### src/sv/rsdz_pkg.sv
// Package for the radial stick dead zone block: widths and constants, among them
// the root and divider bit widths that set how deep each of those pipelines is.
`default_nettype none
package rsdz_pkg;
  localparam int unsigned FULL_SCALE = 32767;
  localparam logic [14:0] RESET_LEFT_DZ = 15'd7849;
  localparam logic [14:0] RESET_RIGHT_DZ = 15'd8689;
  localparam logic CFG_LEFT = 1'b0;
  localparam logic CFG_RIGHT = 1'b1;
  // Restoring divider: 31-bit dividend, 16-bit divisor, 31-bit quotient.
  localparam int unsigned DIV_N = 31;
  localparam int unsigned SQRT_BITS = 16;
  // Side data beside the root: |x|, |y|, two signs and the dead zone.
  localparam int unsigned SQ_SIDE_W = 16 + 16 + 2 + 15;
  // Side data beside a divider: magnitude, |x|, |y|, signs, dead, full.
  localparam int unsigned DIV_SIDE_W = 16 + 16 + 16 + 2 + 2;
endpackage
`default_nettype wire

### src/sv/rsdz_div.sv
// Pipelined restoring divider of a 31-bit dividend by a 16-bit divisor.
// Depends on rsdz_pkg. Side data travels alongside as an opaque vector.
`default_nettype none
module rsdz_div import rsdz_pkg::*; (
  input  wire logic                  clk,
  input  wire logic                  rst,
  input  wire logic                  en,
  input  wire logic                  in_valid,
  input  wire logic [DIV_N-1:0]      in_num,
  input  wire logic [15:0]           in_den,
  input  wire logic [DIV_SIDE_W-1:0] in_side,
  output logic                       out_valid,
  output logic [DIV_N-1:0]           out_quot,
  output logic [DIV_SIDE_W-1:0]      out_side
);
  logic [DIV_N:0]          vld;
  logic [16:0]             rem  [DIV_N+1];
  logic [DIV_N-1:0]        num  [DIV_N+1];
  logic [15:0]             den  [DIV_N+1];
  logic [DIV_SIDE_W-1:0]   side [DIV_N+1];

  always_comb begin
    vld[0]  = in_valid;
    rem[0]  = '0;
    num[0]  = in_num;
    den[0]  = in_den;
    side[0] = in_side;
  end

  for (genvar i = 0; i < DIV_N; i++) begin : g_stage
    logic [16:0] shifted;
    logic [17:0] diff;
    always_comb begin
      shifted = {rem[i][15:0], num[i][DIV_N-1]};
      diff    = {1'b0, shifted} - {2'b00, den[i]};
    end
    always_ff @(posedge clk) begin
      if (rst) begin
        vld[i+1] <= 1'b0;
      end else if (en) begin
        vld[i+1] <= vld[i];
      end
      if (en) begin
        den[i+1]  <= den[i];
        side[i+1] <= side[i];
        if (!diff[17]) begin
          rem[i+1] <= diff[16:0];
          num[i+1] <= {num[i][DIV_N-2:0], 1'b1};
        end else begin
          rem[i+1] <= shifted;
          num[i+1] <= {num[i][DIV_N-2:0], 1'b0};
        end
      end
    end
  end

  assign out_valid = vld[DIV_N];
  assign out_quot  = num[DIV_N];
  assign out_side  = side[DIV_N];
endmodule
`default_nettype wire

### config.mk
export PLATFORM = sky130hd
export DESIGN_NAME = rsdz_div
export DESIGN_NICKNAME = d
export VERILOG_FILES = /design/src/sv/rsdz_pkg.sv /design/src/sv/rsdz_div.sv
export SDC_FILE = /design/constraint.sdc
export NUM_CORES = 2
export LEC_CHECK = 0
export ABC_AREA = 1
export BUFFER_PORTS_ARGS = -buffer_cell sky130_fd_sc_hd__buf_2
export CORE_MARGIN = 2
export CORE_UTILIZATION = 42
export CTS_CLUSTER_DIAMETER = 200
export DETAILED_ROUTE_END_ITERATION = 12
export SKIP_LAST_GASP = 1
export SYNTH_ARGS = -nofsm -noshare
export SYNTH_HDL_FRONTEND = slang
export SYNTH_SLANG_ARGS = --single-unit
### constraint.sdc
create_clock -name clk -period 1.9 [get_ports clk]
set_input_delay 0 -clock clk [delete_from_list [all_inputs] [get_ports clk]]
set_output_delay 0 -clock clk [all_outputs]
set_load 0.01 [all_outputs]
---- Word-level counts from Yosys, hierarchy flattened ----
Cells that the tools add are included.
storage, ports and cells
  bits in registers ....................... 3564
  input bits .............................. 103
  output and inout port bits .............. 84
  word-level logic and storage cells ...... 246
operators by class
  add/sub/neg operators ................... 31
  multiplexer cells ....................... 61
operator list
  kind                                            count
  17-bit by 16-bit subtractor with 18-bit output  30
  16-bit two-way mux                              29
  1-bit two-way mux                               32
  1-bit by 16-bit subtractor with 17-bit output   1

---- Depth between registers and ports, before layout ----
  word-level depth ........................ 2
  mapped depth ............................ 13
  mapped depth without buffers ............ 13

---- Worst setup path before layout ----
OpenSTA, ideal clock, no wires.
  kind .................................... reg-to-reg
  start ................................... register num (netlist bit g_stage[8].shifted[0])
  end ..................................... register rem (netlist bit g_stage[9].shifted[9]) (data pin)
  library setup time ...................... 252 ps
  data arrival time ....................... 1580 ps
  required time ........................... 1648 ps
  path slack .............................. 68 ps
  stages on the path, launching flop included .. 13
  buffers on the path ..................... 0
  clock period less this slack ............ 1832 ps
  path through ............................ edfxtp_1 > inv_1 > ha_1 > inv_1 > fa_1 > nand2_1 > nand2_1 > and2_1 > nand2_1 > nand2_1 > xor2_1 > nand2_1 > nand2_1
on the way
  word-level cells in the longest chain between the ends .. 2
RTL lines
  element                                         RTL line        RTL
  start: declaration                              rsdz_div.sv:18  logic [DIV_N-1:0] num [DIV_N+1];
  start signal: indexed assignment                rsdz_div.sv:48  num[i+1] <= {num[i][DIV_N-2:0], 1'b1};
  start signal: indexed assignment                rsdz_div.sv:51  num[i+1] <= {num[i][DIV_N-2:0], 1'b0};
  17-bit by 16-bit subtractor with 18-bit output  rsdz_div.sv:35  diff = {1'b0, shifted} - {2'b00, den[i]};
  16-bit two-way mux                              rsdz_div.sv:46  if (!diff[17]) begin
  end signal: indexed assignment                  rsdz_div.sv:47  rem[i+1] <= diff[16:0];
  end signal: indexed assignment                  rsdz_div.sv:50  rem[i+1] <= shifted;
  end: declaration                                rsdz_div.sv:17  logic [16:0] rem [DIV_N+1];
No other way between the ends.
A chain may end at the register's enable or synchronous reset.

---- Final worst setup path ----
  start ................................... register rem (netlist bit g_stage[5].shifted[14])
  end ..................................... register rem (netlist bit g_stage[6].shifted[12]) (data pin)
on the way
  word-level cells in the longest chain between the ends .. 2
RTL lines
  element                                         RTL line
  17-bit by 16-bit subtractor with 18-bit output  rsdz_div.sv:35
  16-bit two-way mux                              rsdz_div.sv:46
No other way between the ends.

==> metrics.yaml <==
logic_synthesis:
  yosysSeqAreaShare_pct: 73.18
  synth_flop_cell: "edfxtp_1"
  async_reset_ff_share_pct: 0
  syn_inst: 11153
  synth_warnings: 0
  ys_seq_elements: 3564
  avgSynthCellArea_sq_um: 13.07
  synth-edff-count: 3533
  ys_types: 37
  synth_area_sq_mm: 0.1458
sta:
  finalCriticalPeriod_ns: 2.049
  maxSlewViolCount: 0
  hold_viol: 0
  fin_skew_ns: 0.05701
  worst_slack_ns: -0.1489
  maxSlewHeadroom_pct: 41.91
  setup_viol: 455
  rsz0062_at_grt: "yes"
  worst_slew_pin_slew_ns: 0.8713
  period_share_pct: 107.8
  whs_ns: 0.1051
  clock.fmax_mhz: 488.1
critical_path:
  arrival_ns: 2.70
  critPathBufInv: 4
  crit_slowest_cell: "edfxtp_1"
  path_cells: "ha_4 > nand2_1 > inv_1 > nand2_2 > buf_6 > nor2_4 > buf_12 > nand2_8 > buf_6 > nand3_2 > nand2_2"
  crit_family: "simple AND/OR/NAND/NOR gates"
  path_class: "reg -> reg"
  cp.required_ns: 2.55
  critPathMaxFanout: 4
  end_kind: "flip-flop"
  cp-start-kind: "flip-flop"
  max_stage_delay_ns: 0.45
grt:
  grt_overflow: 0
  antenna_found_initial: 1
  grt_usage_pct: 17.24
  grt_pass1_vias: 88837
  grt_pass1_wl_microns: 480600
  grt_max_degree: 112
final_layout:
  final_area_sq_mm: 0.1995
  area_delta_synth_final_pct: 36.81
  fin_cells: 19170
  final_common_cell: "edfxtp_1"
  most-common-layout-cells: "3,533 x edfxtp_1, 2,174 x buf_4, 2,146 x nand2_1"
  nets: 14891
  layout-drive-gt1-share_pct: 39.53
clock_network:
  root_buffer: "clkbuf_16"
  cts_buffers: 375
  clkSinkCount: 3564
  cts.path.max_buffers: 4
  clk_latency_ns: 0.93
  htree_num_levels: 5
  clkTransAtPathRegs_ns: 0.06
  tritoncts: "done"
routing:
  vias_per_cell: 4.709
  drc: 0
  num_vias: 90280
  wirelength_microns: 327500
  drtAntennaViolNets: 0
  wl_per_cell_microns: 17.08
  first_pass_iters: 6
  drt_iter0_drc: 5068
job:
  drv_cap: 0
floorplanning:
  coreArea_sq_mm: 0.3459
  ios: 187
  die_x_microns: 593.2
  die_h_microns: 593.2
  die-area_sq_mm: 0.3519
  std_cell_rows: 216
  start_util_pct: 42.15
placement:
  place_inst: 17448
  hpwl_microns: 212000
  gp_congestion: 0.8553
  dpl_cell_area_sq_mm: 0.1651
  port_buffers: 186
run_status:
  violations: "negative setup slack"
  status: "finished with violations"
power:
  peakVddDrop_mv: 1.165
  power_density_mw_per_mm2: 1463
  p_leak_nw: 82.17
min_path:
  hold_class: "in -> reg"
-- layout make-up --
cell class | count | area, sq um
clock inverters | 235 | 2357
fillers | 27755 | 146400
inverters | 1572 | 5966
well taps | 4578 | 5728
multi-input cells | 5910 | 44420
repair buffers | 2855 | 24440
clock buffers | 454 | 9851
diodes | 2 | 5.005
flip-flops and latches | 3564 | 106700
-- power by group --
group          leakage, nW  switching, mW  internal [mW]
Combinational         41.5           59.9           53.5
Sequential            34.8           7.00           99.7
Clock                 5.86           30.2           41.3
Total                 82.2           97.2            195
-- registers in the layout (all words and copies together), names as in the netlist --
name / count
den: 480
g_stage.shifted: 510
num: 900
out_quot: 31
out_side: 52
out_valid: 1
side: 1560
vld: 30
-- worst register-to-register path, delay by kind of cell (launching register included) --
kind	cells	cell delay [ns]
and+or+nand+nor	6	0.54
DFF	1	0.45
adders and majority gates	1	0.32
buffers and inverters	4	0.50
-- through the flow --
| step | setup TNS (ns) | util (%) | total power, mW | setup slack (ns) |
|---|---|---|---|---|
| finish | -24.74 | 57.67 | 291.8 | -0.1489 |
| CTS | -33.38 | 53.75 | 270.1 | -0.1355 |
| floorplan | 0 | - | 151.9 | 0.06783 |
| detailed placement | -68.98 | 47.71 | 187.7 | -0.3053 |
| global placement | -61.44 | 47.71 | 186.9 | -0.4298 |
| global route | -62.21 | 57.67 | 308.6 | -0.2390 |
-- synth_stat cells, types with 8 or more instances --
library cell | instances | area share (%)
ha_1 | 481 | 4.1
or2_2 | 42 | 0.18
and2_1 | 20 | 0.086
nand3b_1 | 107 | 0.55
nand2_1 | 2936 | 7.6
xnor2_1 | 38 | 0.23
nand2_8 | 24 | 0.33
nand2_2 | 38 | 0.16
a21oi_2 | 29 | 0.17
nand3_2 | 115 | 0.79
inv_2 | 97 | 0.25
a21oi_1 | 315 | 1.1
nand4_1 | 77 | 0.33
fa_1 | 29 | 0.40
dfxtp_1 | 31 | 0.43
clkbuf_1 | 9 | 0.023
xor2_1 | 136 | 0.82
o21ai_1 | 8 | 0.027
nor3_1 | 69 | 0.24
nor2_2 | 49 | 0.21
buf_2 | 31 | 0.11
nand2_4 | 34 | 0.26
inv_1 | 1475 | 3.8
buf_8 | 28 | 0.29
o21ai_0 | 54 | 0.19
edfxtp_1 | 3533 | 73
nor2_1 | 403 | 1.0
buf_4 | 111 | 0.57
nand3_1 | 798 | 2.7
nor2_4 | 29 | 0.22
-- metal layers --
metal | part of all wire, % | GRT usage [%] | vias up
met3 | 3.0 | 1.988 | 639
met1 | 42 | 21.91 | 43771
met4 | 3.6 | 6.081 | 0
met5 | 0 | 0 | -
li1 | - | - | 44437
met2 | 51 | 30.47 | 1433
-- path summary, 6_finish.rpt --
check | from | to | slack, ns | depth (start not counted)
max | g_stage[5].shifted[14] | g_stage[6].shifted[12] | -0.15 | 11
max reg2reg | g_stage[5].shifted[14] | g_stage[6].shifted[12] | -0.15 | 11
min | rst | vld[10] | 0.11 | 3
min reg2reg | side[1439] | side[1387] | 0.37 | 0
-- cell families (layout without fill, tap and decap cells) --
group	after synthesis	count (layout)	synth area share (%)
other	1	9	0.002572
AND/OR/NAND/NOR	4743	4810	14.72
buffers and inverters	1752	5116	5.044
flip-flops	3564	3564	73.18
adder cells (fa/ha/maj)	510	510	4.525
AO/OA/AOI/OAI	409	409	1.484
XOR/XNOR	174	174	1.045
-- repair_timing --
item	in CTS	in global routing
gates resized for setup	797	1973
cloned	34	62
setup buffers	271	486
endpoints found under the setup margin	490	522
hold endpoints to repair	2058	0
pin swaps	287	932
hold buffers	208	0
Power figures use the tool's default switching activity.
