**src/sv/rsdz_pkg.sv**
```systemverilog
// Package for the radial stick dead zone block: widths and constants, among them
// the root and divider bit widths that set how deep each of those pipelines is.
`default_nettype none
package rsdz_pkg;
  localparam int unsigned FULL_SCALE = 32767;
  localparam logic [14:0] RESET_LEFT_DZ = 15'd7849;
  localparam logic [14:0] RESET_RIGHT_DZ = 15'd8689;
  localparam logic CFG_LEFT = 1'b0;
  localparam logic CFG_RIGHT = 1'b1;
  // Restoring divider: 31-bit dividend, 16-bit divisor, 31-bit quotient.
  localparam int unsigned DIV_N = 31;
  localparam int unsigned SQRT_BITS = 16;
  // Side data beside the root: |x|, |y|, two signs and the dead zone.
  localparam int unsigned SQ_SIDE_W = 16 + 16 + 2 + 15;
  // Side data beside a divider: magnitude, |x|, |y|, signs, dead, full.
  localparam int unsigned DIV_SIDE_W = 16 + 16 + 16 + 2 + 2;
endpackage
`default_nettype wire

```
**src/sv/rsdz_isqrt.sv**
```systemverilog
// Pipelined integer square root, one result bit per stage.
// Depends on rsdz_pkg. Side data travels alongside as an opaque vector.
`default_nettype none
module rsdz_isqrt import rsdz_pkg::*; (
  input  wire logic                 clk,
  input  wire logic                 rst,
  input  wire logic                 en,
  input  wire logic                 in_valid,
  input  wire logic [31:0]          in_value,
  input  wire logic [SQ_SIDE_W-1:0] in_side,
  output logic                      out_valid,
  output logic [15:0]               out_root,
  output logic [SQ_SIDE_W-1:0]      out_side
);
  logic [SQRT_BITS:0]   vld;
  logic [33:0]          rem  [SQRT_BITS+1];
  logic [15:0]          root [SQRT_BITS+1];
  logic [31:0]          val  [SQRT_BITS+1];
  logic [SQ_SIDE_W-1:0] side [SQRT_BITS+1];

  always_comb begin
    vld[0]  = in_valid;
    rem[0]  = '0;
    root[0] = '0;
    val[0]  = in_value;
    side[0] = in_side;
  end

  for (genvar i = 0; i < SQRT_BITS; i++) begin : g_stage
    logic [33:0] trial;
    logic [33:0] shifted;
    always_comb begin
      shifted = {rem[i][31:0], val[i][31:30]};
      trial   = shifted - {16'd0, root[i], 2'b01};
    end
    always_ff @(posedge clk) begin
      if (rst) begin
        vld[i+1] <= 1'b0;
      end else if (en) begin
        vld[i+1] <= vld[i];
      end
      if (en) begin
        val[i+1]  <= {val[i][29:0], 2'b00};
        side[i+1] <= side[i];
        if (!trial[33]) begin
          rem[i+1]  <= trial;
          root[i+1] <= {root[i][14:0], 1'b1};
        end else begin
          rem[i+1]  <= shifted;
          root[i+1] <= {root[i][14:0], 1'b0};
        end
      end
    end
  end

  assign out_valid = vld[SQRT_BITS];
  assign out_root  = root[SQRT_BITS];
  assign out_side  = side[SQRT_BITS];
endmodule
`default_nettype wire

```
**config.mk**
```make
export PLATFORM = sky130hd
export DESIGN_NAME = rsdz_isqrt
export DESIGN_NICKNAME = d
export VERILOG_FILES = /design/src/sv/rsdz_pkg.sv /design/src/sv/rsdz_isqrt.sv
export SDC_FILE = /design/constraint.sdc
export NUM_CORES = 2
export LEC_CHECK = 0
export ABC_AREA = 1
export BUFFER_PORTS_ARGS = -buffer_cell sky130_fd_sc_hd__buf_4
export CAP_MARGIN = 20
export CORE_UTILIZATION = 49
export CTS_CLUSTER_DIAMETER = 50
export CTS_CLUSTER_SIZE = 16
export DETAILED_ROUTE_END_ITERATION = 8
export HOLD_SLACK_MARGIN = 0.08
export PLACE_DENSITY_LB_ADDON = 0.2
export SLEW_MARGIN = 20
export SYNTH_ARGS = -nofsm -noshare
export SYNTH_HDL_FRONTEND = slang
export SYNTH_SLANG_ARGS = --single-unit
```
**constraint.sdc**
```tcl
create_clock -name clk -period 4 [get_ports clk]
set_input_delay 0.4 -clock clk [delete_from_list [all_inputs] [get_ports clk]]
set_output_delay 0.4 -clock clk [all_outputs]
set_load 0.03 [all_outputs]
```
# After elaboration in Yosys (flattened, before gate mapping)

Cells that the tools add are included.

Memory bits (writable): 0
Logic and storage cells: 126
Bits in read-only memories: 0
Register bits: 1627
Memories: 0
Input bits: 85
Latch bits: 0
Output and inout bits: 66

Equal/unequal tests: 0
Multipliers: 0
Divide/modulo/power cells: 0
Bitwise gates (word level): 0
Shifts and indexed selects: 0
Reductions and logical operators: 0
Magnitude comparators: 0
Mux-type cells: 31
$add $sub $neg: 16

Operators by type and width:

| kind                | number |
|---|---|
| $mux 32             | 14 |
| $sub 34x10->34      | 1 |
| $sub 34x11->34      | 1 |
| $sub 34x12->34      | 1 |
| $sub 34x13->34      | 1 |
| $sub 34x14->34      | 1 |
| $sub 34x15->34      | 1 |
| $sub 34x16->34      | 1 |
| $sub 34x17->34      | 1 |
| $sub 34x3->34       | 1 |
| $sub 34x4->34       | 1 |
| $sub 34x5->34       | 1 |
| $sub 34x6->34       | 1 |
| $sub 34x7->34       | 1 |
| $sub 34x8->34       | 1 |
| $sub 34x9->34       | 1 |
| $mux 1              | 16 |
| $sub 2x1->3 const B | 1 |
| $mux 2              | 1 |

# Longest topological paths before layout

Depth in word-level cells: 2
Gate-level depth with buffers: 16
Gate-level depth less buffers: 14

# Least setup slack after synthesis

Ideal clock, no wire load.

Path kind: register to register
From: reg rem, in the netlist g_stage[7].shifted[8]
To: reg rem, in the netlist g_stage[8].shifted[20], data pin
Clock period less this slack: 2.032 ns
Data arrival time: 1.780 ns
Setup slack: 1.968 ns
Buffers on the path: 1
Library setup time: 0.252 ns
Stages on the path, launching flop included: 12
Data required time: 3.748 ns
Cells stage by stage: edfxtp_1 -> ha_1 -> a21o_1 -> a21oi_4 -> nand3_2 -> nor2_4 -> nand2_2 -> nand2_2 -> nand2_4 -> buf_6 -> nand2_1 -> nand2_1

Word-level cells in the longest chain between the ends: 2

RTL lines:

| what                             | RTL line         | source |
|---|---|---|
| start: declaration               | rsdz_isqrt.sv:16 | `logic [33:0] rem [SQRT_BITS+1];` |
| start signal: indexed assignment | rsdz_isqrt.sv:46 | `rem[i+1] <= trial;` |
| start signal: indexed assignment | rsdz_isqrt.sv:49 | `rem[i+1] <= shifted;` |
| $sub 34x9->34                    | rsdz_isqrt.sv:34 | `trial = shifted - {16'd0, root[i], 2'b01};` |
| $mux 32                          | rsdz_isqrt.sv:45 | `if (!trial[33]) begin` |

Every way passes these cells.
A chain may end at the register's enable or synchronous reset.

# Worst setup path in the final report

From: reg root[178] (netlist bit)
To: reg rem, in the netlist g_stage[6].shifted[4], data pin

Word-level cells in the longest chain between the ends: 2

RTL lines:

| what                             | RTL line         | source |
|---|---|---|
| start: declaration               | rsdz_isqrt.sv:17 | `logic [15:0] root [SQRT_BITS+1];` |
| start signal: indexed assignment | rsdz_isqrt.sv:47 | `root[i+1] <= {root[i][14:0], 1'b1};` |
| start signal: indexed assignment | rsdz_isqrt.sv:50 | `root[i+1] <= {root[i][14:0], 1'b0};` |
| $sub 34x7->34                    | rsdz_isqrt.sv:34 |  |
| $mux 32                          | rsdz_isqrt.sv:45 |  |

Every way passes these cells.

==> results_dict.tcl <==
set metrics [dict create \
    drive_above_1_share 0.07364 \
    fill_cells 12520 \
    syn-cell-area_sq_um 72510 \
    synth_adder_area_share 0.02347 \
    final_area_sq_um 81400 \
    syn_avg_cell_area_sq_um 10.57 \
    finalSetupViolations 0 \
    synth_cell_types 48 \
    overflow 0 \
    rsz0062_at_grt "false" \
    nets 7357 \
    die_w_microns 386.7 \
    synth_xor_area_frac 0.02535 \
    synth_top_family_by_area "simple AND/OR/NAND/NOR gates" \
    ys_seq_area_frac 0.6650 \
    synthMuxAreaShare 0 \
    period_needed_ps 2885 \
    drt_iter0_drc 3316 \
    die_h_microns 386.7 \
    critPathRequiredTime_ps 4480 \
    synth_common_cells "2579 x nand2_1, 1595 x edfxtp_1, 755 x inv_1, 549 x nor2_1, 304 x nand3_1" \
    grt_max_degree 126 \
    switching_power_mw 11.42 \
    holdCritPathClass "in2reg" \
    ys.warnings.count 0 \
    switching_share 0.2741 \
    clock_sinks 1611 \
    clkPwrFrac 0.357 \
    arrival_ps 3360 \
    combPwrFrac 0.136 \
    initial_core_util 0.4957 \
    dp_hpwl_mm 113.1 \
    rows 140 \
    clk_pin_slew_worst_paths_ps 70 \
    clock_latency_ps 810 \
    finalCritPeriodShare 0.7213 \
    worst_clock_skew_ps 54.29 \
    synth_top_area_frac 0.6606 \
    synth_simple_gate_area_share 0.2134 \
    cts-root-buf "clkbuf_16" \
    cts_resized 0 \
    p_int_mw 30.25 \
    antenna_found_initial 3 \
    dr.pass1.iters 6 \
    dieArea_sq_um 149500 \
    slew_headroom 0.4541 \
    cp-start-kind "register" \
    grt_usage 0.2083 \
    fin_hold_ws_ps 306.9 \
    synth_most_common_cell "nand2_1" \
    synth_largest_area_cell "edfxtp_1" \
    boundaryPins 151 \
    place_area_sq_um 75270 \
    core_area_sq_um 146300 \
    via_per_inst 5.009 \
    p_seq_frac 0.508 \
    ys.flop_type "edfxtp_1" \
    synth_edf_count 1595 \
    fin_setup_tns_ps 0 \
    clk_path_buf_depth 3 \
    worst_slew_pin_slew_ps 818.8 \
    grt_pass1_wl_mm 243.8 \
    maxCapViolCount 0 \
    powerDensity_nw_per_um2 511.9 \
    critPathKind "reg2reg" \
    ir_worst_vdd_mv 0.4007 \
    vias 45866 \
    slew_viol_final 0 \
    status "completed" \
    leakagePower_nw 33.77 \
    synthArstFlopShare 0 \
    synth-compound-area-share 0.01581 \
    postRouteAntennaNets 0 \
    yosys_register_bits 1611 \
    area_growth_pct 12.26 \
    post_drt_wl_per_cell_microns 17.13 \
    fmax_mhz 346.6 \
    drc 0 \
    routed_wl_mm 156.8 \
    r2r_slack_ps 1110 \
    io_buffers 150 \
    gp_congestion 0.9277 \
    cts_tree "built" \
    hold_violations 0 \
    synth_top_cells_by_area "edfxtp_1 66%, nand2_1 13%, inv_1 3.9%" \
    critPathMaxFanout 33 \
    grt_pass1_vias 44023 \
    cts_htree_levels 4 \
    cp-end-kind "register" \
    cts_buffers 154 \
    syn_nets 7082 \
    synth_cells 6861 \
]
[stage by stage]
stage	worst slack, ps	std cells	power [mW]	util
global route	896.1	9155	43.54	0.5565
detailed placement	1139	8811	27.06	0.5146
floorplan	1968	6861	24.99	-
CTS	1100	9155	42.11	0.5565
global placement	1123	8811	26.99	0.5146
finish	1115	9156	41.67	0.5565
[logic make-up after synthesis]
logic type / after synthesis
simple gates: 3776
fa+ha+maj: 136
compound gates: 207
xor+xnor: 209
buf+inv: 921
other cells: 1
flops: 1611
[placed cells by master, fill, tap and decap left out, types with 6 or more instances in the layout]
cell,count
nand3_2,16
xnor2_1,42
a21oi_1,92
buf_4,172
nor2_4,7
nand2_1,2579
dlygate4sd3_1,86
buf_12,15
clkbuf_1,16
clkinv_16,8
nor2_2,19
inv_6,8
nand3b_1,32
nand4_1,101
clkinvlp_4,8
clkinv_1,8
o21ai_1,18
o21bai_1,12
xor2_1,166
clkinv_4,6
inv_1,755
edfxtp_1,1595
nand3_1,304
and2_1,11
bufinv_16,14
nor2_1,549
nand2_2,38
nor3_1,92
or2_1,6
o21ai_0,64
inv_8,15
dfxtp_1,16
clkbuf_16,154
ha_1,136
clkinv_8,14
inv_2,9
[routing by layer]
layer | track usage | vias to the layer above | share of wire
met2 | 0.3305 | 1098 | 0.46
met4 | 0.07678 | 0 | 0.034
met3 | 0.02892 | 305 | 0.045
met1 | 0.2928 | 21355 | 0.47
li1 | - | 23108 | -
met5 | 0 | - | 0
[worst paths after layout]
check | from | end | cells past startpoint
max | root[178]$_DFFE_PP_ | g_stage[6].shifted[4]$_DFFE_PP_ | 12
min | in_side[41] | side[776]$_DFFE_PP_ | 2
max reg2reg | root[178]$_DFFE_PP_ | g_stage[6].shifted[4]$_DFFE_PP_ | 12
min reg2reg | side[766]$_DFFE_PP_ | side[717]$_DFFE_PP_ | 0
[cell type report]
cell class / instances / area (sq um) / share of cell area
flip-flops and latches: 1611 / 48220 / 0.5924
multi-input cells: 4329 / 20160 / 0.2477
clock buffers: 170 / 3914 / 0.04808
inverters: 766 / 2878 / 0.03535
repair buffers: 274 / 2480 / 0.03047
well taps: 1917 / 2399 / 0.02947
clock inverters: 88 / 1348 / 0.01656
diodes: 1 / 2.502 / 0.00003074
[registers in the layout, indices dropped and copies added (netlist names)]
| signal | count |
|---|---|
| g_stage.shifted | 465 |
| vld | 15 |
| out_side | 49 |
| side | 735 |
| val | 210 |
| out_root | 16 |
| root | 120 |
| out_valid | 1 |
[worst max-delay path, stage by stage, from the launching register on]
cell and delay (ps):
edfxtp_1 440, inv_1 70, ha_1 360, a21oi_1 270
nand2_1 100, nand2_1 70, nand3_2 130, nor2_4 190
nand2_1 90, nand2_1 80, nand2_2 410, nand2_1 190
nand2_1 150
[what timing repair did]
item / 4_1_cts / 5_1_grt
hold buffers: 86 / 0
hold endpoints to repair: 109 / 0
buffers inserted: 0 / 0
[power by group through the flow]
stage / registers (mW) / logic [mW] / clock network [mW]
detailed placement: 21.5 / 5.56 / 0
CTS: 21.1 / 5.66 / 15.3
global route: 21.3 / 6.39 / 15.9
global placement: 21.5 / 5.51 / 0
floorplan: 21.0 / 3.98 / 0
finish: 21.2 / 5.65 / 14.9
Note: power is estimated with default switching activity, not from simulation.
